File: config.mk
export PLATFORM = sky130hd
export DESIGN_NAME = mca_cell
export DESIGN_NICKNAME = d
export VERILOG_FILES = /design/src/hw/rtl/mca_pkg.sv /design/src/hw/rtl/mca_cell.sv
export SDC_FILE = /design/constraint.sdc
export NUM_CORES = 1
export LEC_CHECK = 0
export BUFFER_PORTS_ARGS = -buffer_cell sky130_fd_sc_hd__buf_2
export CORE_ASPECT_RATIO = 1.25
export CORE_MARGIN = 5
export CORE_UTILIZATION = 55
export DETAILED_ROUTE_END_ITERATION = 10
export PLACE_DENSITY_LB_ADDON = 0.05
export SKIP_LAST_GASP = 1
export SLEW_MARGIN = 20
export SYNTH_ARGS = -nofsm -noshare
export SYNTH_HDL_FRONTEND = slang
export SYNTH_SLANG_ARGS = --single-unit
File: constraint.sdc
create_clock -name clk_i -period 1.2 [get_ports clk_i]
set_input_delay 0.06 -clock clk_i [delete_from_list [all_inputs] [get_ports clk_i]]
set_output_delay 0.06 -clock clk_i [all_outputs]
set_load 0.005 [all_outputs]
File: src/hw/rtl/mca_pkg.sv
// mca_pkg: shared types and constants for the midi channel allocator
// used by mca_cell, mca_ctrl and midi_channel_allocator; no dependencies
`default_nettype none

package mca_pkg;

  localparam int unsigned DefChannels = 16;
  localparam int unsigned NumTones    = 128;
  localparam int unsigned ToneW       = $clog2(NumTones);
  localparam int unsigned InstrW      = 8;
  localparam int unsigned PairW       = 5;
  localparam int unsigned ChanW       = 4;

  localparam logic KindNoteOn  = 1'b0;
  localparam logic KindNoteOff = 1'b1;

  typedef struct packed {
    logic              kind;
    logic [InstrW-1:0] instrument;
    logic [ToneW-1:0]  tone;
    logic [PairW-1:0]  paired_channel;
  } in_t;

  typedef struct packed {
    logic             accepted;
    logic             program_change;
    logic [ChanW-1:0] channel;
  } out_t;

  // contents of one channel cell
  typedef struct packed {
    logic                valid;
    logic [InstrW-1:0]   instrument;
    logic [NumTones-1:0] tones;
  } cell_t;

  // command broadcast from the controller to every cell
  typedef struct packed {
    logic              shift;
    logic              set_bind;
    logic              tone_on;
    logic              tone_off;
    logic [InstrW-1:0] instrument;
    logic [ToneW-1:0]  tone;
  } cmd_t;

  typedef enum logic [1:0] {
    ST_IDLE,
    ST_SCAN,
    ST_APPLY
  } state_e;

endpackage

`default_nettype wire

File: src/hw/rtl/mca_cell.sv
// mca_cell: one channel of the allocator ring, holds binding and sounding tones
// depends on mca_pkg
`default_nettype none

module mca_cell import mca_pkg::*; (
  input  wire logic  clk_i,
  input  wire logic  rst_ni,
  input  wire cmd_t  cmd_i,
  input  wire logic  sel_i,
  input  wire cell_t nb_i,
  output cell_t      q_o
);

  cell_t cell_q;

  always_ff @(posedge clk_i or negedge rst_ni) begin
    if (!rst_ni) begin
      cell_q <= '0;
    end else if (cmd_i.shift) begin
      // rotate toward the head of the ring
      cell_q <= nb_i;
    end else if (sel_i) begin
      if (cmd_i.set_bind) begin
        cell_q.valid      <= 1'b1;
        cell_q.instrument <= cmd_i.instrument;
      end
      if (cmd_i.tone_on) begin
        cell_q.tones[cmd_i.tone] <= 1'b1;
      end
      if (cmd_i.tone_off) begin
        cell_q.tones[cmd_i.tone] <= 1'b0;
      end
    end
  end

  assign q_o = cell_q;

endmodule

`default_nettype wire

-- Word level (Yosys, flattened, before mapping)
Index checks and enable logic that the tools add are counted.
- $add $sub $neg: 0
- $mul: 0
- divide/modulo/power cells: 0
- order comparisons: 2
- equality and inequality tests: 0
- shifts and indexed selects: 0
- mux-type cells: 9
- bitwise logic cells: 3
- reduce and logical (&&, ||, !) cells: 4
- operators with widths (kind ; count):
    $mux 128 ; 4
    $mux 137 ; 2
    $and 128x128->128 ; 1
    $not 128->128 ; 1
    $or 128x128->128 ; 1
    $mux 9 ; 1
    $lt 7x8->1 const B ; 1
    $demux 1 s7 ; 1
    $ge 7x1->1 const B ; 1
    $reduce_bool 2->1 ; 2
    $reduce_and 2->1 ; 1
    $logic_and 1x1->1 ; 1
    $mux 1 ; 1
- flip-flop bits (word level): 137
- bits in latches: 0
- memory bits (writable): 0
- memory bits (read-only): 0
- output and inout bits: 137
- word-level logic and storage cells: 21
- memories: 0

-- Depth between registers and ports, before layout
Gate-level depths: netlist of the first run.
- depth after elaboration: 12
- depth in mapped cells: 6
- gate-level depth less buffers: 3

-- Least setup slack after synthesis of the first run
OpenSTA, ideal clock, no wires.
- kind: input to register
- from: input cmd_i[15] (netlist name)
- to: register cell_q (netlist bit q_o[96])
- library setup time: 0.124 ns
- data arrival time: 1.061 ns
- required time: 1.076 ns
- setup slack: 0.015 ns
- stages: 6
- path buffers: 3
- cell sequence: buf_4 or4b_1 buf_2 buf_6 o21ai_1 o21ai_1
- cells in the longest elaborated chain, start to end: 3
- ends and longest elaborated chain (element ; RTL line ; source):
    start: declaration ; mca_cell.sv:8 ; input wire cmd_t cmd_i,
    $mux 128 ; mca_cell.sv:30 ; if (cmd_i.tone_off) begin
    $mux 137 ; mca_cell.sv:22 ; end else if (sel_i) begin
    $mux 137 ; mca_cell.sv:19 ; end else if (cmd_i.shift) begin
    end signal: assignment ; mca_cell.sv:21 ; cell_q <= nb_i;
    end: declaration ; mca_cell.sv:14 ; cell_t cell_q;
No other way between the ends. The select of a mux whose other input is x is not followed.
A chain may end at the register's enable or synchronous reset.

-- Final worst setup path of the first run
- from: input nb_i[131] (netlist name)
- to: register cell_q (netlist bit q_o[131])
- cells in the longest elaborated chain, start to end: 1
- ends and longest elaborated chain (element ; RTL line ; source):
    start: declaration ; mca_cell.sv:10 ; input wire cell_t nb_i,
    $mux 137 ; mca_cell.sv:19 ;
No other way between the ends.

==> results by group, run 1 <==
Routing
  • Drt drc: 0
  • DR vias/cell: 6.39
  • Final ANT Viol Nets: 0
  • Drt wl/cell: 21.6 um
  • DR iter-0 viols: 1244
  • Pre-Repair DR Iteration Count: 5
  • Final WL: 34500 um
  • Via Count: 10.2k

Global route
  • Met2 usage: 61.3%
  • First-pass GRT wire length: 54200 um
  • GR peak layer: met2
  • GRT overflow: 0
  • Total track usage: 38.7%
  • Largest net degree at the start of global routing: 71
  • M3 GR Usage: 9.20%
  • Vias in the first global route: 10.1k
  • Met1 global-route usage: 47.9%
  • Antenna violations before repair: 1

Timing
  • Fmax: 859 MHz
  • Final Setup Violations: 0
  • Max-slew headroom: 77.3%
  • Setup tns final: 0 ns
  • Max-slew violations: 0
  • Hold WS: -0.0627 ns
  • Fin crit share: 97.0%
  • Fin crit period: 1.16 ns
  • Fin. Hold Viols: 6
  • RSZ-0062 raised after global routing: no
  • Clock Skew: 0 ns
  • Worst Tran Pin Value: 0.338 ns
  • Final WS setup: 0.0361 ns

Place
  • DP Wirelength: 20900 um
  • # placed instances: 1424
  • Worst slack, placed: -0.182 ns
  • IO Port Bufs: 295
  • Routability cong.: 0.864

Yosys
  • Compound-Gate Fraction of Synth Area: 31.7%
  • Multiplexer share of the synthesized area: 0.972%
  • Share of flip-flops with an asynchronous set or reset: 100%
  • Simple-gate share of the synthesized area: 19.0%
  • Mapped Area: 8240 um2
  • Prevailing post-synth register cell: dfrtp_1
  • Top cell type by total area after synthesis: dfrtp_1
  • Synth warn: 0
  • Post-synth top area share: 41.6%
  • Cells after Synth: 969
  • Largest cells by area after synthesis: dfrtp_1 (42%), a21oi_1 (16%), nor3b_1 (12%)
  • Post-synth EDFFs: 0
  • Xor-xnor portion of the synthesized cell area: 0%
  • Distinct cells, synth: 26
  • Synth Area per Inst: 8.51 um2
  • Syn Nets: 1128
  • Synth Area in Adders: 0%
  • Synthesized flop and latch total: 137
  • Seq/Total Area, Yosys: 41.6%
  • Main combinational cell family by area after synthesis: compound AO/OA/AOI/OAI gates

Worst setup path
  • CP max FO: 1
  • Crit path required time: 1.50 ns
  • CP endpoint kind: register
  • WS Path Type: input port to register
  • Reg-to-reg setup timing slack: 0.19 ns
  • Arrival time worst endpoint: 1.47 ns
  • Critical Path Start Type: input port
  • Reg-to-reg endpoint: q_o[112]
  • Reg2reg start: q_o[112]
  • Worst reg2reg path depth: 3

Floorplanning
  • # rows: 50
  • DIE AREA: 17500 um2
  • Chip width: 119 um
  • Core area: 14800 um2
  • I/O Pins: 296
  • Initial Util: 55.6%
  • Chip height: 147 um

Layout
  • Fin util: 83.4%
  • Layout cells sized above 1: 30.6%
  • Antenna fix cells: 0
  • Area grow syn2layout: 50.0%
  • Final non-filler cell total: 1595
  • Final #Nets: 1559
  • Max reg flops: 137

Hold path
  • HP Start: nb_i[132]
  • Min-delay worst type: input port to register
  • WHS Endpoint: q_o[132]
  • Hold Crit Depth: 3

Clock tree
  • CTS root buf: clkbuf_16
  • Worst-path clk slew: 0.06 ns
  • Num CTS Buffers: 17
  • CTS tree: yes
  • Htree depth: 4
  • Worst-Skew Late Latency: 0.42 ns
  • CTS Sinks: 137
  • Clock Tree Buf Depth: 2

Pwr
  • Comb pwr share: 22.6%
  • Peak VDD IR: 0.000876 V
  • Internal power: 10.2 mW
  • Sw Share: 28.7%
  • Leakage dissipation: 5.28 nW
  • Switch Pwr: 4.11 mW
  • PwrDens: 1160 nW/um2
  • Clock power share: 38.9%
  • Seq pwr share: 38.5%

Flow run
  • Max-Cap Viols: 0

Run status
  • Status: complete, but fails checks
  • Failing checks: hold timing
through the flow:
| stage | power, mW | instance area (um2) |
|---|---|---|
| final | 14.3 | 12400 |
| after global routing | 14.8 | 12400 |
| after CTS | 14.2 | 12400 |
| after detailed placement | 8.31 | 10300 |
| after global placement | 8.24 | 10300 |
| after floorplan | 6.85 | 8240 |
synthesized netlist by cell type, drive strengths merged (3+ instances only):
master	n
a21oi	258
dfrtp	137
and4bb	6
mux2i	8
nand2	8
clkbuf	64
buf	51
nor3b	128
nand4b	7
nor4b	5
and4b	7
nor4bb	3
nand4bb	9
or4b	5
o21ai	264
critical path, cell delays in order:
cell and delay, ns:
dlygate4sd3_1 0.53, buf_2 0.12, mux2i_1 0.12, dlygate4sd3_1 0.57
o21ai_1 0.07
power by group through the flow:
stage	Sequential (mW)	Clock [mW]	Combinational, mW
after floorplan	5.52	0	1.33
after global placement	5.56	0	2.68
after detailed placement	5.56	0	2.76
after CTS	5.49	5.55	3.14
after global routing	5.57	5.75	3.51
final	5.52	5.57	3.24
layout make-up:
class,instances,area [um2]
inverter,1,3.75
clock inverter,10,141
clock buffer,22,484
sequential,137,3430
timing repair buffer,527,3810
multi-input combinational,716,4270
tap,182,228
fill,899,2460
placed cells by master (no fill, tap or decap), drive strengths merged:
cell         synthesis  layout
dfrtp              137     137
and4                 2       2
o21ai              264     264
nand2                8       8
clkinv               0       5
or4b                 5       5
clkinvlp             0       2
and4b                7       7
nor4b                5       5
mux2i                8       8
and4bb               6       6
a21oi              258     258
nand4b               7       7
dlygate4sd3          0     139
nand4bb              9       9
nor3b              128     128
inv                  1       1
or4                  1       1
nor4bb               3       3
nand4                2       2
bufinv               0       3
nor2b                2       2
buf                 51     387
nor4                 1       1
clkbuf              64      23
routing by layer:
metal  share of wire, %  wire length [um]
met1                 36             12500
met2                 47             16200
met3                 11              3740
met4                6.0              2070
met5              0.043                15
logic make-up (layout without fill, tap and decap cells):
logic type             Yosys count  count (layout)
buffers and inverters          116             560
DFF                            137             137
muxes                            8               8
and+or+nand+nor                186             186
AOI/OAI and AO/OA              522             522
what timing repair did:
item | CTS | global route
setup endpoints to repair | 0 | 8
gates resized for setup | 0 | 1
endpoints found under the hold margin | 274 | 0
buffers inserted | 0 | 0
hold buffers | 146 | 0
worst max path at each step:
stage | start | endpoint | slack, ns | cells after the start
after floorplan | cmd_i[15] | q_o[96] | 0.02 | 6
after global placement | cmd_i[6] | q_o[69] | -0.17 | 4
after detailed placement | cmd_i[6] | q_o[69] | -0.18 | 4
after CTS | nb_i[131] | q_o[131] | 0.03 | 5
after global routing | nb_i[131] | q_o[131] | 0.01 | 5
final | nb_i[131] | q_o[131] | 0.04 | 5
Power figures use the tool's default switching activity.
==> run 2, diff against run 1 <==
- GPL_TIMING_DRIVEN: default -> 0
==> results by group, run 2 (synthesized netlist as in run 1, its figures left out) <==
Hold path
  • HP Start: cmd_i[17] (was nb_i[132])
  • WHS Endpoint: q_o[131] (was q_o[132])
  • Hold Crit Depth: 3 (unchanged)
  • Min-delay worst type: input port to register (unchanged)

Global route
  • First-pass GRT wire length: 54600 um (was 54200 um)
  • GRT overflow: 0 (unchanged)
  • Total track usage: 38.8% (was 38.7%)
  • GR peak layer: met2 (unchanged)
  • Vias in the first global route: 10.3k (was 10.1k)
  • Met1 global-route usage: 46.3% (was 47.9%)
  • Largest net degree at the start of global routing: 71 (unchanged)
  • Antenna violations before repair: 3 (was 1)
  • M3 GR Usage: 9.55% (was 9.20%)
  • Met2 usage: 63.3% (was 61.3%)

Worst setup path
  • Crit path buf inv count: 3 (unchanged)
  • Slowest stage cell, crit path: nand4bb_2 (was dlygate4sd3_1)
  • Reg2reg start: q_o[107] (was q_o[112])
  • WS Path Type: input port to register (unchanged)
  • Max stage delay on crit path: 0.44 ns (was 0.57 ns)
  • Arrival time worst endpoint: 1.46 ns (was 1.47 ns)
  • Worst reg2reg path depth: 3 (unchanged)
  • CP max FO: 10 (was 1)
  • Worst path top cell family by delay: buffers and inverters (unchanged)
  • Critical Path Start Type: input port (unchanged)
  • CP cell instances: buf_2 > buf_4 > nand4bb_2 > buf_2 > o21ai_0 > o21ai_0 (was dlygate4sd3_1 > buf_2 > mux2i_1 > dlygate4sd3_1 > o21ai_1)
  • Reg-to-reg setup timing slack: 0.13 ns (was 0.19 ns)
  • CP startpoint: cmd_i[0] (was nb_i[131])
  • Crit path required time: 1.50 ns (about the same)
  • Reg-to-reg endpoint: q_o[107] (was q_o[112])
  • CP endpoint kind: register (unchanged)

Place
  • DP Wirelength: 21900 um (was 20900 um)
  • IO Port Bufs: 293 (was 295)
  • Routability cong.: 0.883 (was 0.864)
  • # placed instances: 1445 (was 1424)

Routing
  • DR vias/cell: 6.25 (was 6.39)
  • Pre-Repair DR Iteration Count: 6 (was 5)
  • Drt wl/cell: 21.6 um (about the same)
  • Via Count: 10.2k (about the same)
  • Final WL: 35400 um (was 34500 um)
  • Final ANT Viol Nets: 0 (unchanged)
  • DR iter-0 viols: 1136 (was 1244)
  • Drt drc: 0 (unchanged)

Run status
  • Status: finished clean (was complete, but fails checks)

Timing
  • Setup tns final: 0 ns (unchanged)
  • Worst Tran Pin Value: 0.581 ns (was 0.338 ns)
  • Clock Skew: 0 ns (unchanged)
  • Final Setup Violations: 0 (unchanged)
  • Fin. Hold Viols: 0 (was 6)
  • Max-slew violations: 0 (unchanged)
  • Fmax: 863 MHz (was 859 MHz)
  • Fin crit share: 96.5% (was 97.0%)
  • RSZ-0062 raised after global routing: yes (was no)
  • Max-slew headroom: 61.1% (was 77.3%)
  • Fin crit period: 1.16 ns (about the same)

Layout
  • Area of the multi-input gates: 4300 um2 (was 4270 um2)
  • Filler cells: 1003 (was 899)
  • Final #Nets: 1596 (was 1559)
  • Final non-filler cell total: 1636 (was 1595)
  • Register area: 3430 um2 (unchanged)
  • Max reg flops: 137 (unchanged)
  • Fin util: 82.4% (was 83.4%)
  • Layout cells sized above 1: 29.5% (was 30.6%)
  • Most common cell after layout, fill and taps aside: buf_2 (unchanged)
  • Area grow syn2layout: 48.2% (was 50.0%)
  • Commonest non-fill, non-tap cells in the layout: buf_2 (323), a21oi_1 (257), dlygate4sd3_1 (146) (was buf_2 (292), a21oi_1 (258), o21ai_0 (144))

Pwr
  • PwrDens: 1170 nW/um2 (was 1160 nW/um2)
  • Leakage dissipation: 5.22 nW (was 5.28 nW)
  • Internal power: 10.2 mW (about the same)
  • Peak VDD IR: 0.000858 V (was 0.000876 V)
  • Clock power share: 39.4% (was 38.9%)
  • Switch Pwr: 4.15 mW (was 4.11 mW)
  • Comb pwr share: 22.2% (was 22.6%)
  • Sw Share: 29.0% (was 28.7%)
  • Seq pwr share: 38.4% (was 38.5%)
  • Total Power Consumption: 14.3 mW (about the same)

Clock tree
  • CTS root buf: clkbuf_16 (unchanged)
  • Clock Tree Buf Depth: 2 (unchanged)
  • Worst-Skew Late Latency: 0.43 ns (was 0.42 ns)
  • Worst-path clk slew: 0.06 ns (about the same)
  • CTS tree: yes (unchanged)
  • CTS Sinks: 137 (unchanged)
  • Num CTS Buffers: 17 (unchanged)
  • Htree depth: 4 (unchanged)

Floorplanning
  • DIE AREA: 17500 um2 (unchanged)
  • # rows: 50 (unchanged)
  • Core area: 14800 um2 (unchanged)
  • Chip height: 147 um (unchanged)
  • Initial Util: 55.6% (unchanged)
  • I/O Pins: 296 (unchanged)
  • Chip width: 119 um (unchanged)

Flow run
  • Max-Cap Viols: 0 (unchanged)
==> run 2: cell count changes in the layout (fill, tap and decap cells not counted), sizes merged <==
| cell | before | now |
|---|---|---|
| clkbuf | 23 | 91 |
| buf | 387 | 349 |
| dlygate4sd3 | 139 | 146 |
| diode | 0 | 4 |
| clkinv | 5 | 4 |
| clkinvlp | 2 | 3 |
==> run 2: timing repair <==
action	CTS	global route
hold endpoints to repair	204	0
resized for setup	4	42
hold buffers	146	0
endpoints found under the setup margin	90	117
pin swaps	1	1
setup buffers	4	5
==> run 2: power groups by stage <==
stage | sequential, mW | combinational, mW | clock (mW)
after floorplan | 5.52 | 1.33 | 0
after detailed placement | 5.55 | 2.66 | 0
after global placement | 5.54 | 2.59 | 0
after CTS | 5.47 | 3.04 | 5.63
after global routing | 5.55 | 3.45 | 5.80
final | 5.51 | 3.18 | 5.65
==> run 2: layout make-up <==
type | count | area share [%]
multi-input combinational | 716 | 35.2
sequential | 137 | 28.1
timing repair buffer | 449 | 24.8
buffer | 115 | 4.76
clock buffer | 22 | 4.05
tap | 182 | 1.86
clock inverter | 10 | 1.15
antenna | 4 | 0.0819
inverter | 1 | 0.0307
==> run 2: worst reg2reg max path: cells and delay by family, from the launching register on <==
| kind | cells | cell delay [ns] |
|---|---|---|
| AO/OA/AOI/OAI | 2 | 0.34 |
| flip-flops | 1 | 0.43 |
| AND/OR/NAND/NOR | 1 | 0.16 |
==> run 2: worst max path at each step <==
stage               cells past startpoint  slack, ns      end
floorplan                               6       0.02  q_o[96]
global placement                        1      -1.93  q_o[15]
detailed placement                      6      -0.60  q_o[55]
CTS                                     6     -0.002  q_o[76]
global route                            6      -0.08  q_o[27]
finish                                  6       0.04  q_o[50]
==> run 2: routing by layer <==
metal | vias to the layer above | wire length (um) | part of all wire, %
met4 | 0 | 2470 | 7.0
met1 | 4780 | 12800 | 36
met2 | 707 | 16700 | 47
met3 | 208 | 3410 | 9.6
li1 | 4535 | - | -
met5 | - | 0 | 0
==> run 2: through the flow <==
stage	hold slack, ns	instance area (um2)	setup WS (ns)
2_1_floorplan	-0.236	8240	0.0154
3_3_place_gp	0.284	9940	-1.93
3_5_place_dp	0.0400	9970	-0.600
4_1_cts	0.108	12100	-0.00193
5_1_grt	0.0842	12200	-0.0782
6_report	0.0587	12200	0.0416
==> run 3, diff against run 2 <==
- MAX_ROUTING_LAYER: default -> met4
==> results by group, run 3 (synthesized netlist as in run 1, its figures left out) <==
Worst setup path
  • CP max FO: 10 (unchanged)
  • Crit path buf inv count: 3 (unchanged)
  • Worst path top cell family by delay: buffers and inverters (unchanged)
  • CP cell instances: buf_2 > buf_4 > nand4bb_2 > buf_2 > o21ai_0 > o21ai_0 (unchanged)
  • Critical Path Start Type: input port (unchanged)
  • WS Path Type: input port to register (unchanged)
  • CP endpoint kind: register (unchanged)
  • Crit path required time: 1.50 ns (about the same)
  • Arrival time worst endpoint: 1.46 ns (about the same)
  • Max stage delay on crit path: 0.45 ns (was 0.44 ns)
  • Slowest stage cell, crit path: nand4bb_2 (unchanged)

Pwr
  • Leakage dissipation: 5.22 nW (about the same)
  • Peak VDD IR: 0.000852 V (was 0.000858 V)
  • Seq pwr share: 38.5% (was 38.4%)
  • PwrDens: 1170 nW/um2 (about the same)
  • Switch Pwr: 4.13 mW (was 4.15 mW)
  • Comb pwr share: 22.2% (about the same)
  • Internal power: 10.2 mW (about the same)
  • Sw Share: 28.8% (was 29.0%)
  • Clock power share: 39.3% (was 39.4%)

Layout
  • Area grow syn2layout: 48.1% (was 48.2%)
  • Filler cells: 1004 (was 1003)
  • Max reg flops: 137 (unchanged)
  • Final #Nets: 1596 (unchanged)
  • Most common cell after layout, fill and taps aside: buf_2 (unchanged)
  • Commonest non-fill, non-tap cells in the layout: buf_2 (323), a21oi_1 (257), dlygate4sd3_1 (146) (unchanged)
  • Layout cells sized above 1: 29.6% (was 29.5%)

Clock tree
  • Worst-path clk slew: 0.06 ns (about the same)
  • CTS tree: yes (unchanged)
  • Htree depth: 4 (unchanged)
  • Clock Tree Buf Depth: 2 (unchanged)
  • CTS Sinks: 137 (unchanged)
  • Worst-Skew Late Latency: 0.42 ns (was 0.43 ns)
  • Num CTS Buffers: 17 (unchanged)
  • CTS root buf: clkbuf_16 (unchanged)

Routing
  • DR vias/cell: 6.28 (was 6.25)
  • Drt wl/cell: 21.6 um (about the same)
  • Final ANT Viol Nets: 0 (unchanged)
  • Drt drc: 0 (unchanged)
  • Via Count: 10.3k (was 10.2k)
  • Final WL: 35300 um (was 35400 um)
  • Pre-Repair DR Iteration Count: 7 (was 6)
  • DR iter-0 viols: 1142 (was 1136)

Timing
  • Final WS setup: 0.0369 ns (was 0.0416 ns)
  • Fmax: 860 MHz (was 863 MHz)
  • Fin. Hold Viols: 0 (unchanged)
  • Fin crit share: 96.9% (was 96.5%)
  • Setup tns final: 0 ns (unchanged)
  • Final Setup Violations: 0 (unchanged)
  • RSZ-0062 raised after global routing: yes (unchanged)
  • Max-slew headroom: 60.9% (was 61.1%)
  • Fin crit period: 1.16 ns (about the same)
  • Worst Tran Pin Value: 0.585 ns (was 0.581 ns)
  • Clock Skew: 0 ns (unchanged)
  • Max-slew violations: 0 (unchanged)

Floorplanning
  • Chip width: 119 um (unchanged)
  • Chip height: 147 um (unchanged)
  • I/O Pins: 296 (unchanged)
  • DIE AREA: 17500 um2 (unchanged)
  • Core area: 14800 um2 (unchanged)
  • Initial Util: 55.6% (unchanged)
  • # rows: 50 (unchanged)

Global route
  • Largest net degree at the start of global routing: 71 (unchanged)
  • Total track usage: 40.0% (was 38.8%)
  • Vias in the first global route: 10.3k (about the same)
  • Antenna violations before repair: 3 (unchanged)
  • GRT overflow: 0 (unchanged)
  • First-pass GRT wire length: 54500 um (was 54600 um)

Hold path
  • Min-delay worst type: input port to register (unchanged)

Place
  • DP Wirelength: 21900 um (unchanged)
  • Worst slack, placed: -0.600 ns (unchanged)
  • Routability cong.: 0.897 (was 0.883)
  • IO Port Bufs: 293 (unchanged)

Flow run
  • Max-Cap Viols: 0 (unchanged)

Run status
  • Status: finished clean (unchanged)
==> run 3: metal layers <==
| metal | track usage, % | up-vias | routed length (um) |
|---|---|---|---|
| met5 | - | - | 0 |
| met3 | 8.74 | 199 | 3420 |
| met4 | 23.4 | 0 | 2310 |
| met2 | 63.5 | 783 | 16900 |
| li1 | - | 4538 | - |
| met1 | 46.7 | 4762 | 12700 |
==> run 3: tightest hold or removal path, stage by stage <==
cell and delay, ns:
buf_2 0.10, a21oi_2 0.11, o21ai_0 0.17
==> run 3: timing repair <==
item	in CTS	in global routing
pin swaps	1	3
buffers inserted	4	5
hold buffers	146	0
setup endpoints to repair	90	109
endpoints found under the hold margin	204	0
resized for setup	4	42
==> run 3: through the flow <==
step,area (um2),hold WS (ns),total power [mW],std cells,utilization (%)
CTS,12100,0.108,14.1,1627,81.7
global placement,9940,0.284,8.13,1444,67.0
detailed placement,9970,0.0400,8.20,1445,67.3
global route,12200,0.0800,14.8,1635,82.3
floorplan,8240,-0.236,6.85,969,-
finish,12200,0.0653,14.3,1636,82.3
==> run 3: path summary, 6_finish.rpt <==
| path | start | to | cells past startpoint | slack [ns] |
|---|---|---|---|---|
| worst max register to register | q_o[107] | q_o[107] | 3 | 0.14 |
| worst max-delay path | cmd_i[0] | q_o[50] | 6 | 0.04 |
| min in group asynchronous | rst_ni | q_o[75] | 2 | 0.16 |
| worst min register to register | q_o[131] | q_o[131] | 2 | 0.49 |
| max in group asynchronous | rst_ni | q_o[6] | 3 | 0.29 |
| worst min-delay path | cmd_i[17] | q_o[131] | 3 | 0.07 |
==> run 3: layout make-up <==
class | count | area [um2] | share of cell area, %
Tap cell | 182 | 228 | 1.87
Antenna cell | 4 | 10.0 | 0.0820
Sequential cell | 137 | 3430 | 28.1
Clock buffer | 22 | 494 | 4.05
Clock inverter | 10 | 140 | 1.15
Timing Repair Buffer | 449 | 3030 | 24.8
Inverter | 1 | 3.75 | 0.0307
Multi-Input combinational cell | 716 | 4290 | 35.1
Buffer | 115 | 582 | 4.77
==> run 3: power by group through the flow <==
stage / Clock, mW / Sequential [mW] / Combinational [mW]
3_5_place_dp: 0 / 5.55 / 2.66
6_report: 5.63 / 5.51 / 3.18
2_1_floorplan: 0 / 5.52 / 1.33
5_1_grt: 5.80 / 5.55 / 3.45
4_1_cts: 5.63 / 5.47 / 3.04
3_3_place_gp: 0 / 5.54 / 2.59
