==> src/hw/rtl/mca_pkg.sv <==
// mca_pkg: shared types and constants for the midi channel allocator
// used by mca_cell, mca_ctrl and midi_channel_allocator; no dependencies
`default_nettype none

package mca_pkg;

  localparam int unsigned DefChannels = 16;
  localparam int unsigned NumTones    = 128;
  localparam int unsigned ToneW       = $clog2(NumTones);
  localparam int unsigned InstrW      = 8;
  localparam int unsigned PairW       = 5;
  localparam int unsigned ChanW       = 4;

  localparam logic KindNoteOn  = 1'b0;
  localparam logic KindNoteOff = 1'b1;

  typedef struct packed {
    logic              kind;
    logic [InstrW-1:0] instrument;
    logic [ToneW-1:0]  tone;
    logic [PairW-1:0]  paired_channel;
  } in_t;

  typedef struct packed {
    logic             accepted;
    logic             program_change;
    logic [ChanW-1:0] channel;
  } out_t;

  // contents of one channel cell
  typedef struct packed {
    logic                valid;
    logic [InstrW-1:0]   instrument;
    logic [NumTones-1:0] tones;
  } cell_t;

  // command broadcast from the controller to every cell
  typedef struct packed {
    logic              shift;
    logic              set_bind;
    logic              tone_on;
    logic              tone_off;
    logic [InstrW-1:0] instrument;
    logic [ToneW-1:0]  tone;
  } cmd_t;

  typedef enum logic [1:0] {
    ST_IDLE,
    ST_SCAN,
    ST_APPLY
  } state_e;

endpackage

`default_nettype wire

==> src/hw/rtl/mca_ctrl.sv <==
// mca_ctrl: sequencer that rotates the cell ring past the head, picks a channel
// and issues the update; holds the output register. depends on mca_pkg
`default_nettype none

module mca_ctrl import mca_pkg::*; #(
  parameter int unsigned Channels = DefChannels
) (
  input  wire logic                clk_i,
  input  wire logic                rst_ni,
  input  wire logic                in_valid_i,
  output logic                     in_stall_o,
  input  wire in_t                 in_data_i,
  output logic                     out_valid_o,
  input  wire logic                out_stall_i,
  output out_t                     out_data_o,
  input  wire cell_t               head_i,
  output cmd_t                     cmd_o,
  output logic [Channels-1:0]      sel_o
);

  localparam int unsigned CntW = $clog2(Channels);

  state_e state_q, state_d;
  logic [CntW-1:0] cnt_q, cnt_d;
  in_t  item_q;
  logic hit_q, free_q, sil_q, pair_q;
  logic [CntW-1:0] hit_idx_q, free_idx_q, sil_idx_q;
  logic out_valid_q;
  out_t out_q;

  logic in_fire, scan_last, apply_fire;
  logic head_silent, head_hit, head_free, pair_range, pair_here;

  logic            dec_acc, dec_pc, dec_bind, dec_on, dec_off;
  logic [CntW-1:0] dec_idx;
  logic [4:0]      dec_ch5;

  assign in_fire    = in_valid_i && !in_stall_o;
  assign scan_last  = (cnt_q == CntW'(Channels - 1));
  assign apply_fire = (state_q == ST_APPLY) && (!out_valid_q || !out_stall_i);

  assign head_silent = (head_i.tones == '0);
  assign head_hit    = head_i.valid && (head_i.instrument == item_q.instrument);
  assign head_free   = !head_i.valid && head_silent;
  assign pair_range  = ({1'b0, item_q.paired_channel} < 6'(Channels));
  assign pair_here   = pair_range && (item_q.paired_channel[CntW-1:0] == cnt_q);

  // next state
  always_comb begin
    state_d = state_q;
    case (state_q)
      ST_IDLE:  if (in_fire) state_d = ST_SCAN;
      ST_SCAN:  if (scan_last) state_d = ST_APPLY;
      ST_APPLY: if (apply_fire) state_d = ST_IDLE;
      default:  state_d = ST_IDLE;
    endcase
  end

  // decision from the scan flags
  always_comb begin
    dec_acc  = 1'b0;
    dec_pc   = 1'b0;
    dec_bind = 1'b0;
    dec_on   = 1'b0;
    dec_off  = 1'b0;
    dec_idx  = '0;
    if (item_q.kind == KindNoteOn) begin
      if (hit_q) begin
        dec_acc = 1'b1;
        dec_on  = 1'b1;
        dec_idx = hit_idx_q;
      end else if (free_q || sil_q) begin
        dec_acc  = 1'b1;
        dec_pc   = 1'b1;
        dec_bind = 1'b1;
        dec_on   = 1'b1;
        dec_idx  = free_q ? free_idx_q : sil_idx_q;
      end
    end else if (pair_q) begin
      dec_acc = 1'b1;
      dec_off = 1'b1;
      dec_idx = item_q.paired_channel[CntW-1:0];
    end
  end

  assign dec_ch5 = 5'(dec_idx);

  // outputs
  always_comb begin
    in_stall_o          = (state_q != ST_IDLE);
    cmd_o.shift         = (state_q == ST_SCAN);
    cmd_o.set_bind      = apply_fire && dec_bind;
    cmd_o.tone_on       = apply_fire && dec_on;
    cmd_o.tone_off      = apply_fire && dec_off;
    cmd_o.instrument    = item_q.instrument;
    cmd_o.tone          = item_q.tone;
    sel_o               = '0;
    if (apply_fire && dec_acc) begin
      sel_o[dec_idx] = 1'b1;
    end
    cnt_d = (state_q == ST_SCAN && !scan_last) ? cnt_q + 1'b1 : '0;
  end

  always_ff @(posedge clk_i or negedge rst_ni) begin
    if (!rst_ni) begin
      state_q     <= ST_IDLE;
      cnt_q       <= '0;
      out_valid_q <= 1'b0;
      hit_q       <= 1'b0;
      free_q      <= 1'b0;
      sil_q       <= 1'b0;
      pair_q      <= 1'b0;
    end else begin
      state_q <= state_d;
      cnt_q   <= cnt_d;
      if (in_fire) begin
        hit_q  <= 1'b0;
        free_q <= 1'b0;
        sil_q  <= 1'b0;
        pair_q <= 1'b0;
      end else if (state_q == ST_SCAN) begin
        // first qualifying channel wins for each class
        if (head_hit && !hit_q) hit_q <= 1'b1;
        if (head_free && !free_q) free_q <= 1'b1;
        if (head_silent && !sil_q) sil_q <= 1'b1;
        if (pair_here) pair_q <= head_hit;
      end
      if (apply_fire) begin
        out_valid_q <= 1'b1;
      end else if (!out_stall_i) begin
        out_valid_q <= 1'b0;
      end
    end
  end

  always_ff @(posedge clk_i) begin
    if (in_fire) begin
      item_q <= in_data_i;
    end
    if (state_q == ST_SCAN) begin
      if (head_hit && !hit_q) hit_idx_q <= cnt_q;
      if (head_free && !free_q) free_idx_q <= cnt_q;
      if (head_silent && !sil_q) sil_idx_q <= cnt_q;
    end
    if (apply_fire) begin
      out_q.accepted       <= dec_acc;
      out_q.program_change <= dec_pc;
      out_q.channel        <= dec_acc ? dec_ch5[ChanW-1:0] : '0;
    end
  end

  assign out_valid_o = out_valid_q;
  assign out_data_o  = out_q;

  a_sel_onehot: assert property (@(posedge clk_i) disable iff (!rst_ni)
    $onehot0(sel_o))
    else $error("more than one cell selected");

  a_no_write_while_shift: assert property (@(posedge clk_i) disable iff (!rst_ni)
    cmd_o.shift |-> (sel_o == '0))
    else $error("cell write during rotation");

  a_cnt_idle: assert property (@(posedge clk_i) disable iff (!rst_ni)
    (state_q != ST_SCAN) |-> (cnt_q == '0))
    else $error("scan counter not parked");

  a_apply_gives_result: assert property (@(posedge clk_i) disable iff (!rst_ni)
    apply_fire |=> out_valid_q)
    else $error("result lost after apply");

  a_pc_implies_acc: assert property (@(posedge clk_i) disable iff (!rst_ni)
    (out_valid_q && out_q.program_change) |-> out_q.accepted)
    else $error("program change on rejected note");

endmodule

`default_nettype wire

==> config.mk <==
export PLATFORM = sky130hd
export DESIGN_NAME = mca_ctrl
export DESIGN_NICKNAME = d
export VERILOG_FILES = /design/src/hw/rtl/mca_pkg.sv /design/src/hw/rtl/mca_ctrl.sv
export SDC_FILE = /design/constraint.sdc
export NUM_CORES = 1
export LEC_CHECK = 0
export BUFFER_PORTS_ARGS = -buffer_cell sky130_fd_sc_hd__buf_4
export CAP_MARGIN = 0
export CELL_PAD_IN_SITES_DETAIL_PLACEMENT = 1
export CELL_PAD_IN_SITES_GLOBAL_PLACEMENT = 1
export CORE_ASPECT_RATIO = 2
export CORE_MARGIN = 1.5
export CORE_UTILIZATION = 29
export CTS_BUF_LIST = sky130_fd_sc_hd__clkbuf_4 sky130_fd_sc_hd__clkbuf_8 sky130_fd_sc_hd__clkbuf_16
export DETAILED_ROUTE_END_ITERATION = 12
export PLACE_DENSITY = 0.82
export SLEW_MARGIN = 0
export SYNTH_ARGS = -nofsm -noshare
export SYNTH_HDL_FRONTEND = slang
export SYNTH_SLANG_ARGS = --single-unit
export TNS_END_PERCENT = 50
==> constraint.sdc <==
create_clock -name clk_i -period 2.8 [get_ports clk_i]
set_input_delay 0.14 -clock clk_i [delete_from_list [all_inputs] [get_ports clk_i]]
set_output_delay 0.14 -clock clk_i [all_outputs]
set_load 0.05 [all_outputs]
======== Word level (Yosys, flattened, before mapping) ========
Cells that the tools add are included.
operators by class
  add/subtract/negate cells ............... 1
  $lt $le $gt $ge ......................... 3
  equality and inequality tests ........... 9
  mux-type cells .......................... 35
  reductions and logical operators ........ 40
operators by type and width
  operator             number
  $logic_not 128->1    1
  $mux 4               6
  $mux 1               23
  $mux 16              1
  $logic_and 1x1->1    14
  $reduce_and 2->1     7
  $reduce_bool 2->1    6
  $eq 8x8->1           1
  $logic_not 1->1      8
  $mux 2               3
  $pmux 2 s3           1
  $lt 4x5->1 const B   1
  $lt 5x5->1 const B   1
  $add 4x1->4 const B  1
  $demux 1 s4          1
  $eq 4x4->1           1
  $eq 4x4->1 const B   1
  $ge 4x1->1 const B   1
  $ne 2x1->1 const B   2
  $ne 2x2->1 const B   2
  $reduce_and 3->1     1
  $eq 2x1->1 const B   1
  $eq 2x2->1 const B   1
  $logic_not 2->1      1
  $logic_or 1x1->1     2
word-level totals
  flip-flop bits (word level) ............. 50
  output and inout port bits .............. 43
  word-level logic and storage cells ...... 105

======== Logic depth before layout (Yosys ltp) ========
Gate-level depths: netlist (run 1).
  depth after elaboration ................. 9
  depth in mapped cells ................... 6
  depth with buffers taken out ............ 5

======== Worst setup path after synthesis (run 1) ========
No wires, ideal clock.
  kind .................................... register -> output
  start ................................... register out_valid_q (netlist: out_valid_o)
  end ..................................... output port sel_o[0]
  data arrival time ....................... 2.065 ns
  data required time ...................... 2.660 ns
  setup slack ............................. 0.595 ns
  cell stages (with the launch flop) ...... 5
  path buffers ............................ 0
  cell sequence ........................... dfrtp_1 > nand2_1 > nand2b_1 > or4_4 > nor2_1
between the ends
  longest elaborated chain between the ends .. 5
RTL lines
  what                    RTL line         text
  start, declared         mca_ctrl.sv:28   logic out_valid_q;
  start signal, assigned  mca_ctrl.sv:108  out_valid_q <= 1'b0;
  start signal, assigned  mca_ctrl.sv:129  out_valid_q <= 1'b1;
  start signal, assigned  mca_ctrl.sv:131  out_valid_q <= 1'b0;
  $logic_not 1->1         mca_ctrl.sv:40   assign apply_fire = (state_q == ST_APPLY) && (!out_valid_q || !out_stall_i);
  $logic_or 1x1->1        mca_ctrl.sv:40
  $logic_and 1x1->1       mca_ctrl.sv:40
  $logic_and 1x1->1       mca_ctrl.sv:98   if (apply_fire && dec_acc) begin
  $mux 16                 mca_ctrl.sv:98
  end, declared           mca_ctrl.sv:18   output logic [Channels-1:0] sel_o
Every way passes these cells.

======== Worst setup path in the final report (run 1) ========
  start ................................... register free_q
  end ..................................... output port sel_o[11]
between the ends
  longest elaborated chain between the ends .. 9
RTL lines
  what                                                            RTL line                        text
  start, declared                                                 mca_ctrl.sv:26                  logic hit_q, free_q, sil_q, pair_q;
  start signal, assigned                                          mca_ctrl.sv:110                 free_q <= 1'b0;
  start signal, assigned                                          mca_ctrl.sv:118                 free_q <= 1'b0;
  start signal, assigned                                          mca_ctrl.sv:124                 if (head_free && !free_q) free_q <= 1'b1;
  $mux 4 or $logic_or 1x1->1 (tied branches)                      mca_ctrl.sv:77, mca_ctrl.sv:72
  $mux 4                                                          mca_ctrl.sv:72                  end else if (free_q || sil_q) begin
  $mux 4                                                          mca_ctrl.sv:68                  if (hit_q) begin
  $mux 4                                                          mca_ctrl.sv:67                  if (item_q.kind == KindNoteOn) begin
  $lt 4x5->1 (not written as such) or $ge 4x1->1 (tied branches)  mca_ctrl.sv:99                  sel_o[dec_idx] = 1'b1;
  $logic_and 1x1->1 (not written as such)                         mca_ctrl.sv:99
  $mux 1 (not written as such)                                    mca_ctrl.sv:99
  $demux 1 s4                                                     mca_ctrl.sv:99
  $mux 16 (*)                                                     mca_ctrl.sv:98
Mark *: on every way between the ends. The rest lies on a longest branch, timed or not.

==> flow_summary.yaml, run 1 <==
outcome:
  status: "finished, final reports clean"
sta:
  rsz0062_at_grt: "no"
  setup_viol: 0
  max_freq_mhz: 419.2
  hold_viol: 0
  period_share_pct: 85.20
  fin_skew_ns: 0.006444
  setup_tns_ns: 0
  min_period_ns: 2.386
  worst_pin_slew_ns: 0.6572
  slew_violations: 0
  finalWorstSetupSlack_ns: 0.4145
  maxSlewHeadroom_pct: 55.85
clock_tree:
  cts.sinks: 50
  root_buffer: "clkbuf_16"
  clk-insertion-delay-late_ns: 0.30
  cts_setup_buffers: 0
  cts_buffers: 5
  htreeDepth: 2
  cts.reportedPaths.clkPinSlew_ns: 0.06
  cts_tree: "built"
  clockBufferDepth: 2
cells_and_area:
  finalNetCount: 574
  regArea_um2: 1446
  num-fill-cells: 967
  drive_above_1_share_pct: 53.40
  area_growth_pct: 66.75
  multi_input_area_um2: 887.1
  diodes: 0
global_routing:
  grt_pass1_vias: 2870
  overflow: 0
  grt_usage_pct: 19.94
  grt_max_degree: 21
  grt_pass1_wl_um: 13110
  antenna_found_initial: 0
floorplanning:
  fp.coreArea_um2: 8351
  die-area_um2: 9229
  row_count: 47
  initial_utilization_pct: 29.97
  die_w_um: 68.69
  die_y_um: 134.4
  pin_count: 205
logic_synthesis:
  synth_top_family_by_area: "simple AND/OR/NAND/NOR gates"
  ys_seq_area_share_pct: 57.80
  synth_warnings: 0
  ys_ff_latch: 50
  syn_inst: 216
  syn_area_um2: 2502
  syn_nets: 379
  synth_adder_area_share_pct: 0.5000
  yosys.area_share.simple_pct: 23.05
  avgSynthCellArea_um2: 11.59
  synth_cell_type_count: 36
  synth_compound_area_share_pct: 5.350
  synth_mux_area_share_pct: 2.000
  synth_xor_area_share_pct: 4.550
power_and_ir_drop:
  power.density_nw_per_um2: 531.0
  power.total_w: 0.002216
  ir_worst_vdd_v: 0.0002145
  power_leakage_nw: 1.847
  swShare_pct: 30.90
  switching_power_w: 0.0006846
  p_comb_share_pct: 27.5
  clkPwrFrac_pct: 26.8
  power_frac_seq_pct: 45.7
  p_int_w: 0.001531
critical_path:
  worstPathRequired_ns: 2.66
  path_delay_family: "simple AND/OR/NAND/NOR gates"
  cp_common_cell: "nor2_1"
  crit_path_end_kind: "output pin"
  crit_buf_inv: 1
  start_kind: "register"
  max_stage_delay_ns: 0.53
  criticalPathCategory: "register to output pin"
  slowest_stage: "dfrtp_1"
  critPathMaxFanout: 8
  cp_cell_sequence: "or3_2 > mux2i_1 > nor2_1 > nand3b_1 > nor2_1 > buf_4"
  critPathArrivalTime_ns: 2.25
flow_run:
  max_cap_violations: 0
worst_hold_path:
  min_path_type: "input pin to register"
routing:
  drc: 0
  dr.pass1.iters: 6
  wl_per_cell_um: 17.24
  vias: 2551
  first_iter_violations: 48
  drt.antenna.violating_nets: 0
  wl_um: 8792
  via_per_inst: 5.002
placed_design:
  port-buffer-count: 204
  dp_hpwl_um: 7704
  place.gp.congestion: 0.7919
  place_ws_ns: 0.6496
[cell usage after synthesis]
master	number	area (um2)
a21oi_1	2	10.01
ha_1	1	12.51
mux2i_1	5	50.05
or3_1	1	6.260
or2_2	1	6.260
nor4b_1	1	8.760
xnor2_1	5	43.79
buf_4	16	120.1
a21o_1	1	7.510
o22ai_1	1	6.260
a32oi_2	1	16.27
o21ai_4	1	16.27
xor2_1	8	70.07
o21ai_0	5	25.02
inv_1	7	26.28
o21ai_2	2	17.52
o221ai_1	1	8.760
nand3_1	4	20.02
and3_1	2	12.51
or3_2	1	7.510
nand3b_1	2	15.01
nand2_1	11	41.29
nand4b_1	1	8.760
nor4_1	34	212.7
o31a_1	1	8.760
nand2b_1	6	37.54
nor2_1	27	101.4
a32oi_1	2	17.52
nand4_1	9	56.30
buf_6	2	22.52
nor2b_4	1	13.76
dfrtp_1	11	275.3
nor3_1	2	10.01
nor3b_1	1	7.510
or4_4	1	11.26
edfxtp_1	39	1171
[worst reg2reg max path: stages, from the launching register on]
cell     delay [ns]
dfrtp_1        0.40
nor4b_1        0.30
nand4_1        0.13
nor4_1         0.36
nand4_1        0.23
nor2_1         0.34
[metal layers]
layer  GRT usage [%]  up-vias  wire [um]
met3           4.111        7        701
met4           7.333        0        147
met5               0        -          0
met1           17.67     1202       2555
met2           40.01      149       5388
li1                -     1193          -
[cells in the final DEF, fill, tap and decap left out, types with 4 or more instances in the layout]
cell type,Yosys,layout
buf_4,16,205
clkbuf_16,0,5
dfrtp_1,11,11
edfxtp_1,39,39
inv_1,7,7
mux2i_1,5,5
nand2_1,11,11
nand2b_1,6,6
nand3_1,4,4
nand4_1,9,9
nor2_1,27,27
nor4_1,34,34
o21ai_0,5,5
xnor2_1,5,5
xor2_1,8,8
[worst paths after layout]
path | startpoint | end | slack (ns) | cells past startpoint
min | in_data_i[17] | cmd_o[12] | 0.01 | 1
max in group asynchronous | rst_ni | cnt_q[0] | 2.42 | 2
max reg2reg | state_q[1] | sil_idx_q[2] | 0.71 | 5
max | free_q | sel_o[11] | 0.41 | 6
min in group asynchronous | rst_ni | out_valid_o | 0.22 | 2
min reg2reg | out_valid_o | out_valid_o | 0.53 | 2
[through the flow]
step / utilization (%) / cell area (um2) / hold slack (ns) / instances
2_1_floorplan: - / 2502 / -0.1556 / 216
3_3_place_gp: 48.16 / 4021 / -0.01305 / 501
3_5_place_dp: 48.16 / 4021 / -0.01291 / 501
4_1_cts: 49.97 / 4173 / 0.008565 / 510
5_1_grt: 49.97 / 4173 / 0.009561 / 510
6_report: 49.97 / 4173 / 0.01421 / 510
[final cells by class]
cell class / instances / share of cell area, %
sequential: 50 / 34.66
tap: 98 / 2.939
clock buffer: 6 / 3.178
multi-input combinational: 141 / 21.26
timing repair buffer: 206 / 37.12
clock inverter: 2 / 0.2099
inverter: 7 / 0.6297
[power groups by stage]
stage	sequential (W)	clock (W)	combinational (W)
after floorplan	0.000987	0	0.000359
after global placement	0.00102	0	0.000591
after detailed placement	0.00103	0	0.000614
after CTS	0.00101	0.000611	0.000616
after global routing	0.00103	0.000631	0.000664
final	0.00101	0.000594	0.000610
[registers in the layout, indices dropped and copies added, names as in the netlist]
signal and flops:
out_valid_o 1, free_idx_q 4, state_q 2, sil_q 1, item_q 6, hit_q 1
sil_idx_q 4, cnt_q 4, cmd_o 15, out_data_o 6, free_q 1, hit_idx_q 4
pair_q 1
[repair_timing]
| item | CTS | global route |
|---|---|---|
| resized for setup | 0 | 0 |
| endpoints found under the hold margin | 11 | 0 |
| hold buffers | 1 | 0 |
[cells by family after synthesis]
family	count (synthesis)
muxes	5
buffers and inverters	25
AOI/OAI and AO/OA	17
adders and majority gates	1
DFF	50
and+or+nand+nor	105
xor gates and xnor gates	13
No activity file was read; power rests on OpenSTA's default activity.
==> inputs of run 2 (changes only) <==
Settings changed: ABC_AREA set to 1, PLACE_DENSITY 0.82 to 0.84, SLEW_MARGIN 0 to unset.
==> run 2 against run 1 <==
Net effect:
- largest cell class unchanged
- utilization is 2.5 points lower
- die area grew 9.7%
- sequential share of layout area shrank 2.0 points
- critical path depth grew 2
==> flow_summary.yaml, run 2 <==
outcome:
  status: "finished, final reports clean"
logic_synthesis:
  synth-edff-count: 39
  avgSynthCellArea_um2: 8.005
  synthArstFlopShare_pct: 22.00
  synthTopCellsByCount: "nor2_1 (118), nand2_1 (95), edfxtp_1 (39), inv_1 (21), buf_4 (16)"
  synth_area_leaders: "edfxtp_1 (43%), nor2_1 (16%), nand2_1 (13%), dfrtp_1 (10%), buf_4 (4.4%)"
  synth_largest_area_cell: "edfxtp_1"
  yosysTopAreaCellShare_pct: 42.53
  syn_nets: 507
  synth-main-ff-cell: "edfxtp_1"
  syn_inst: 344
  ys_seq_area_share_pct: 52.52
  ys_ff_latch: 50
  synth_warnings: 0
  synth.most_common_cell: "nor2_1"
  syn_area_um2: 2754
  synth_cell_type_count: 26
power_and_ir_drop:
  ir_worst_vdd_v: 0.0005023
  power_leakage_nw: 2.141
  power.total_w: 0.002272
  power.density_nw_per_um2: 513.4
critical_path:
  crit_path_end_kind: "output pin"
  worstPathRequired_ns: 2.66
  reg2reg_from: "state_q[1]"
  rr_endpoint: "cmd_o[3]"
  critPathMaxFanout: 7
  max_stage_delay_ns: 0.40
  cp_cell_sequence: "nor2_1 > nand2_1 > inv_1 > nand2_1 > inv_1 > nand3_1 > nor2_1 > buf_4"
  criticalPathCategory: "register to output pin"
  reg2reg_slack_ns: 1.08
  reg2regPathDepth: 3
  start_kind: "register"
  slowest_stage: "dfrtp_1"
  critPathArrivalTime_ns: 1.97
routing:
  drt.antenna.violating_nets: 0
  vias: 2940
  wl_um: 9837
  dr.pass1.iters: 4
  via_per_inst: 4.572
  wl_per_cell_um: 15.30
  drc: 0
  first_iter_violations: 46
cells_and_area:
  finalNetCount: 701
  largest_reg_flops: 15
  final_util_pct: 47.46
  diodes: 0
  final_common_cell: "buf_4"
  drive_above_1_share_pct: 41.00
  stdcell_area_um2: 4424
  area_growth_pct: 60.65
  num-fill-cells: 1166
  final_cell_mix: "buf_4 (204), nor2_1 (118), nand2_1 (95)"
placed_design:
  dp_hpwl_um: 8631
  place.gp.congestion: 0.8649
  placed_area_um2: 4273
  port-buffer-count: 204
sta:
  setup_tns_ns: 0
  min_period_ns: 2.109
  maxSlewHeadroom_pct: 46.73
  setup_viol: 0
  hold_viol: 0
  timing.hold.ws_ns: 0.02157
  max_freq_mhz: 474.1
  period_share_pct: 75.34
  slew_violations: 0
  rsz0062_at_grt: "no"
  fin_skew_ns: 0.005585
  worst_pin_slew_ns: 0.7981
clock_tree:
  clk-insertion-delay-late_ns: 0.29
  clockBufferDepth: 2
  cts_tree: "built"
  root_buffer: "clkbuf_16"
  cts_resized: 0
  cts_buffers: 5
  htreeDepth: 2
  cts.sinks: 50
  cts.reportedPaths.clkPinSlew_ns: 0.07
floorplanning:
  row_count: 50
  die-area_um2: 10120
  initial_utilization_pct: 29.54
  pin_count: 205
  fp.coreArea_um2: 9321
  die_w_um: 71.91
  die_y_um: 140.8
global_routing:
  met1_usage_pct: 15.45
  grt_busiest_layer: "met2"
  grt_max_degree: 22
  antenna_found_initial: 0
  overflow: 0
  grt_pass1_vias: 3352
  grt_use_met2_pct: 41.72
  met3_usage_pct: 5.218
  grt_usage_pct: 19.67
  grt_pass1_wl_um: 15180
worst_hold_path:
  hold_start: "in_data_i[17]"
  min_path_type: "input pin to register"
  hold_end: "cmd_o[12]"
  hold_depth: 1
flow_run:
  max_cap_violations: 0
run 2: changes by cell type in the layout (fill, tap and decap cells not counted), moves of 8 or more:
cell,before,now
nor2_1,27,118
nand4_1,9,1
inv_1,7,21
nand2_1,11,95
nor4_1,34,1
run 2: how the worst max path moves through the flow:
stage | start | to | slack, ns | cells after the start
2_1_floorplan | out_valid_o | cmd_o[17] | 0.39 | 3
3_3_place_gp | state_q[0] | sel_o[8] | 1.12 | 8
3_5_place_dp | state_q[0] | sel_o[8] | 1.00 | 8
4_1_cts | state_q[0] | sel_o[8] | 0.65 | 8
5_1_grt | state_q[1] | sel_o[0] | 0.52 | 9
6_report | state_q[0] | sel_o[8] | 0.69 | 8
run 2: logic make-up after synthesis:
group | share of synthesized area, %
compound gates | 1.681
buf+inv | 8.633
fa+ha+maj | 0.4543
simple gates | 34.48
flops | 52.52
xor+xnor | 2.226
run 2: cell type report:
cell class / instances / area [um2] / share of cell area [%]
repair buffers: 205 / 1541 / 34.84
flip-flops and latches: 50 / 1446 / 32.69
multi-input cells: 251 / 1070 / 24.18
well taps: 104 / 130.1 / 2.941
clock buffers: 5 / 125.1 / 2.828
inverters: 25 / 95.09 / 2.149
clock inverters: 3 / 16.27 / 0.3676
run 2: through the flow:
step	std cells	worst slack, ns
floorplan	344	0.3892
global placement	634	1.116
detailed placement	634	1.002
CTS	643	0.6514
global route	643	0.5166
finish	643	0.6905
run 2: where the power goes:
part / total, W / switching (W) / internal, W
sequential: 0.00103 / 0.000106 / 0.000923
clock: 0.000584 / 0.000258 / 0.000327
combinational: 0.000658 / 0.000371 / 0.000287
total: 0.00227 / 0.000735 / 0.00154
run 2: critical path: cells and delay by family, from the launching register on:
kind                   cells  cell delay [ns]
buffers and inverters      3             0.56
DFF                        1             0.40
and+or+nand+nor            5             0.72
run 2: routing by layer:
layer / up-vias / wire [um]
met1: 1328 / 2789
met2: 135 / 6039
met3: 24 / 686
met5: - / 0
li1: 1453 / -
met4: 0 / 321
run 2: what timing repair did:
action	4_1_cts	5_1_grt
hold endpoints to repair	11	0
buffers inserted	0	0
hold buffers	1	0
==> inputs of run 3 (changes only) <==
Settings changed: ABC_AREA 1 to 0, CORE_UTILIZATION 29 to 27, PLACE_DENSITY 0.84 to 0.77.
Clock period 2.8 ns to 2 ns, I/O delays scaled along.
==> run 3 against run 2 <==
Net effect:
- largest cell class unchanged
- non-clock buffer count is 38 higher
- cell count fell by 14%
- critical path type unchanged
- global-route usage about the same
- the flow now finishes with violations (setup timing)
- total power is 41% higher
- sequential share of layout area down 2.1 points
- die area shrank 2.3%
==> flow_summary.yaml, run 3 (synthesis gave the netlist of run 1 again) <==
cells_and_area:
  largest_reg_flops: 15
  final_util_pct: 52.51
  diodes: 0
  finalNetCount: 611
  final_cell_mix: "buf_4 (204), edfxtp_1 (39), nor4_1 (33)"
  finalNonFillerCells: 551
  area_growth_pct: 89.10
  drive_above_1_share_pct: 58.57
  num-fill-cells: 994
  final_common_cell: "buf_4"
routing:
  wl_um: 9838
  drc: 0
  wl_per_cell_um: 17.85
  via_per_inst: 4.962
  first_iter_violations: 47
  drt.antenna.violating_nets: 0
  dr.pass1.iters: 4
  vias: 2734
global_routing:
  grt_max_degree: 23
  grt_pass1_wl_um: 14880
  met3_usage_pct: 3.125
  grt_use_met2_pct: 43.48
  grt_busiest_layer: "met2"
  overflow: 0
  met1_usage_pct: 15.35
  grt_pass1_vias: 3158
  grt_usage_pct: 19.72
  antenna_found_initial: 0
flow_run:
  max_cap_violations: 0
critical_path:
  crit_path_end_kind: "output pin"
  reg2regPathDepth: 6
  worstPathRequired_ns: 1.90
  start_kind: "register"
  critPathMaxFanout: 7
  criticalPathCategory: "register to output pin"
  critPathArrivalTime_ns: 2.06
sta:
  min_period_ns: 2.163
  period_share_pct: 108.2
  setup_viol: 16
  max_freq_mhz: 462.2
  rsz0062_at_grt: "yes"
  slew_violations: 0
  maxSlewHeadroom_pct: 72.46
  finalWorstSetupSlack_ns: -0.1633
  worst_pin_slew_ns: 0.4094
  hold_viol: 0
  fin_skew_ns: 0.005469
floorplanning:
  initial_utilization_pct: 27.77
  die_w_um: 71.08
  die_y_um: 139.2
  die-area_um2: 9890
  pin_count: 205
  fp.coreArea_um2: 9012
  row_count: 49
outcome:
  failed_checks: "setup timing"
  status: "complete, but fails checks"
clock_tree:
  clk-insertion-delay-late_ns: 0.29
  cts_buffers: 5
  clockBufferDepth: 2
  cts.sinks: 50
  cts_tree: "built"
  cts.reportedPaths.clkPinSlew_ns: 0.06
  htreeDepth: 2
  root_buffer: "clkbuf_16"
worst_hold_path:
  min_path_type: "input pin to register"
  hold_depth: 1
placed_design:
  port-buffer-count: 204
  dp_hpwl_um: 8097
  place.gp.congestion: 0.8638
  place_inst: 514
power_and_ir_drop:
  power.total_w: 0.003209
  ir_worst_vdd_v: 0.0004213
  power_leakage_nw: 2.026
  power.density_nw_per_um2: 678.1
run 3: critical path, cell delays in order (launching register included):
cell,delay (ns)
dfrtp_2,0.49
o21ai_4,0.31
o21ai_2,0.10
or4_4,0.57
nor2_2,0.14
buf_6,0.16
run 3: through the flow:
stage / cell area, um2 / hold WS [ns] / setup slack (ns) / setup TNS, ns
floorplan: 2502 / -0.1956 / -0.1649 / -0.8345
global placement: 4094 / -0.05399 / 0.02384 / 0
detailed placement: 4094 / -0.04979 / -0.1320 / -1.338
CTS: 4631 / 0.005778 / -0.1597 / -2.008
global route: 4732 / 0.002407 / -0.2314 / -2.983
finish: 4732 / 0.01130 / -0.1633 / -1.473
run 3: per-layer routing:
layer,vias to the layer above,wire length [um]
li1,1268,-
met1,1313,2649
met2,138,6411
met3,15,530
met4,0,246
met5,-,0
run 3: cell type report:
cell class	instances	area, um2	area share, %
multi-input combinational	141	1036	21.89
inverter	7	30.03	0.6346
timing repair buffer	243	1948	41.17
sequential	50	1449	30.62
clock buffer	5	125.1	2.644
tap	102	127.6	2.697
clock inverter	3	16.27	0.3437
run 3: what timing repair did:
item | 4_1_cts | 5_1_grt
endpoints found under the setup margin | 24 | 29
endpoints found under the hold margin | 31 | 0
setup buffers | 6 | 2
gates resized for setup | 36 | 19
pin swaps | 7 | 6
hold buffers | 21 | 0
run 3: worst paths after layout:
| check | endpoint | from | slack (ns) |
|---|---|---|---|
| setup / recovery | sel_o[3] | free_q | -0.16 |
| hold / removal | cmd_o[8] | in_data_i[13] | 0.01 |
| setup reg to reg | sil_idx_q[0] | state_q[1] | 0.18 |
| hold reg to reg | out_valid_o | out_valid_o | 0.53 |
| max in group asynchronous | free_q | rst_ni | 1.63 |
| min in group asynchronous | out_valid_o | rst_ni | 0.19 |
run 3: report_power, final:
| part | internal, W | total (W) | leakage, nW | switching (W) |
|---|---|---|---|---|
| registers | 0.00127 | 0.00141 | 0.498 | 0.000131 |
| clock network | 0.000457 | 0.000819 | 0.0672 | 0.000362 |
| logic | 0.000473 | 0.000984 | 1.46 | 0.000512 |
| total | 0.00220 | 0.00321 | 2.03 | 0.00100 |
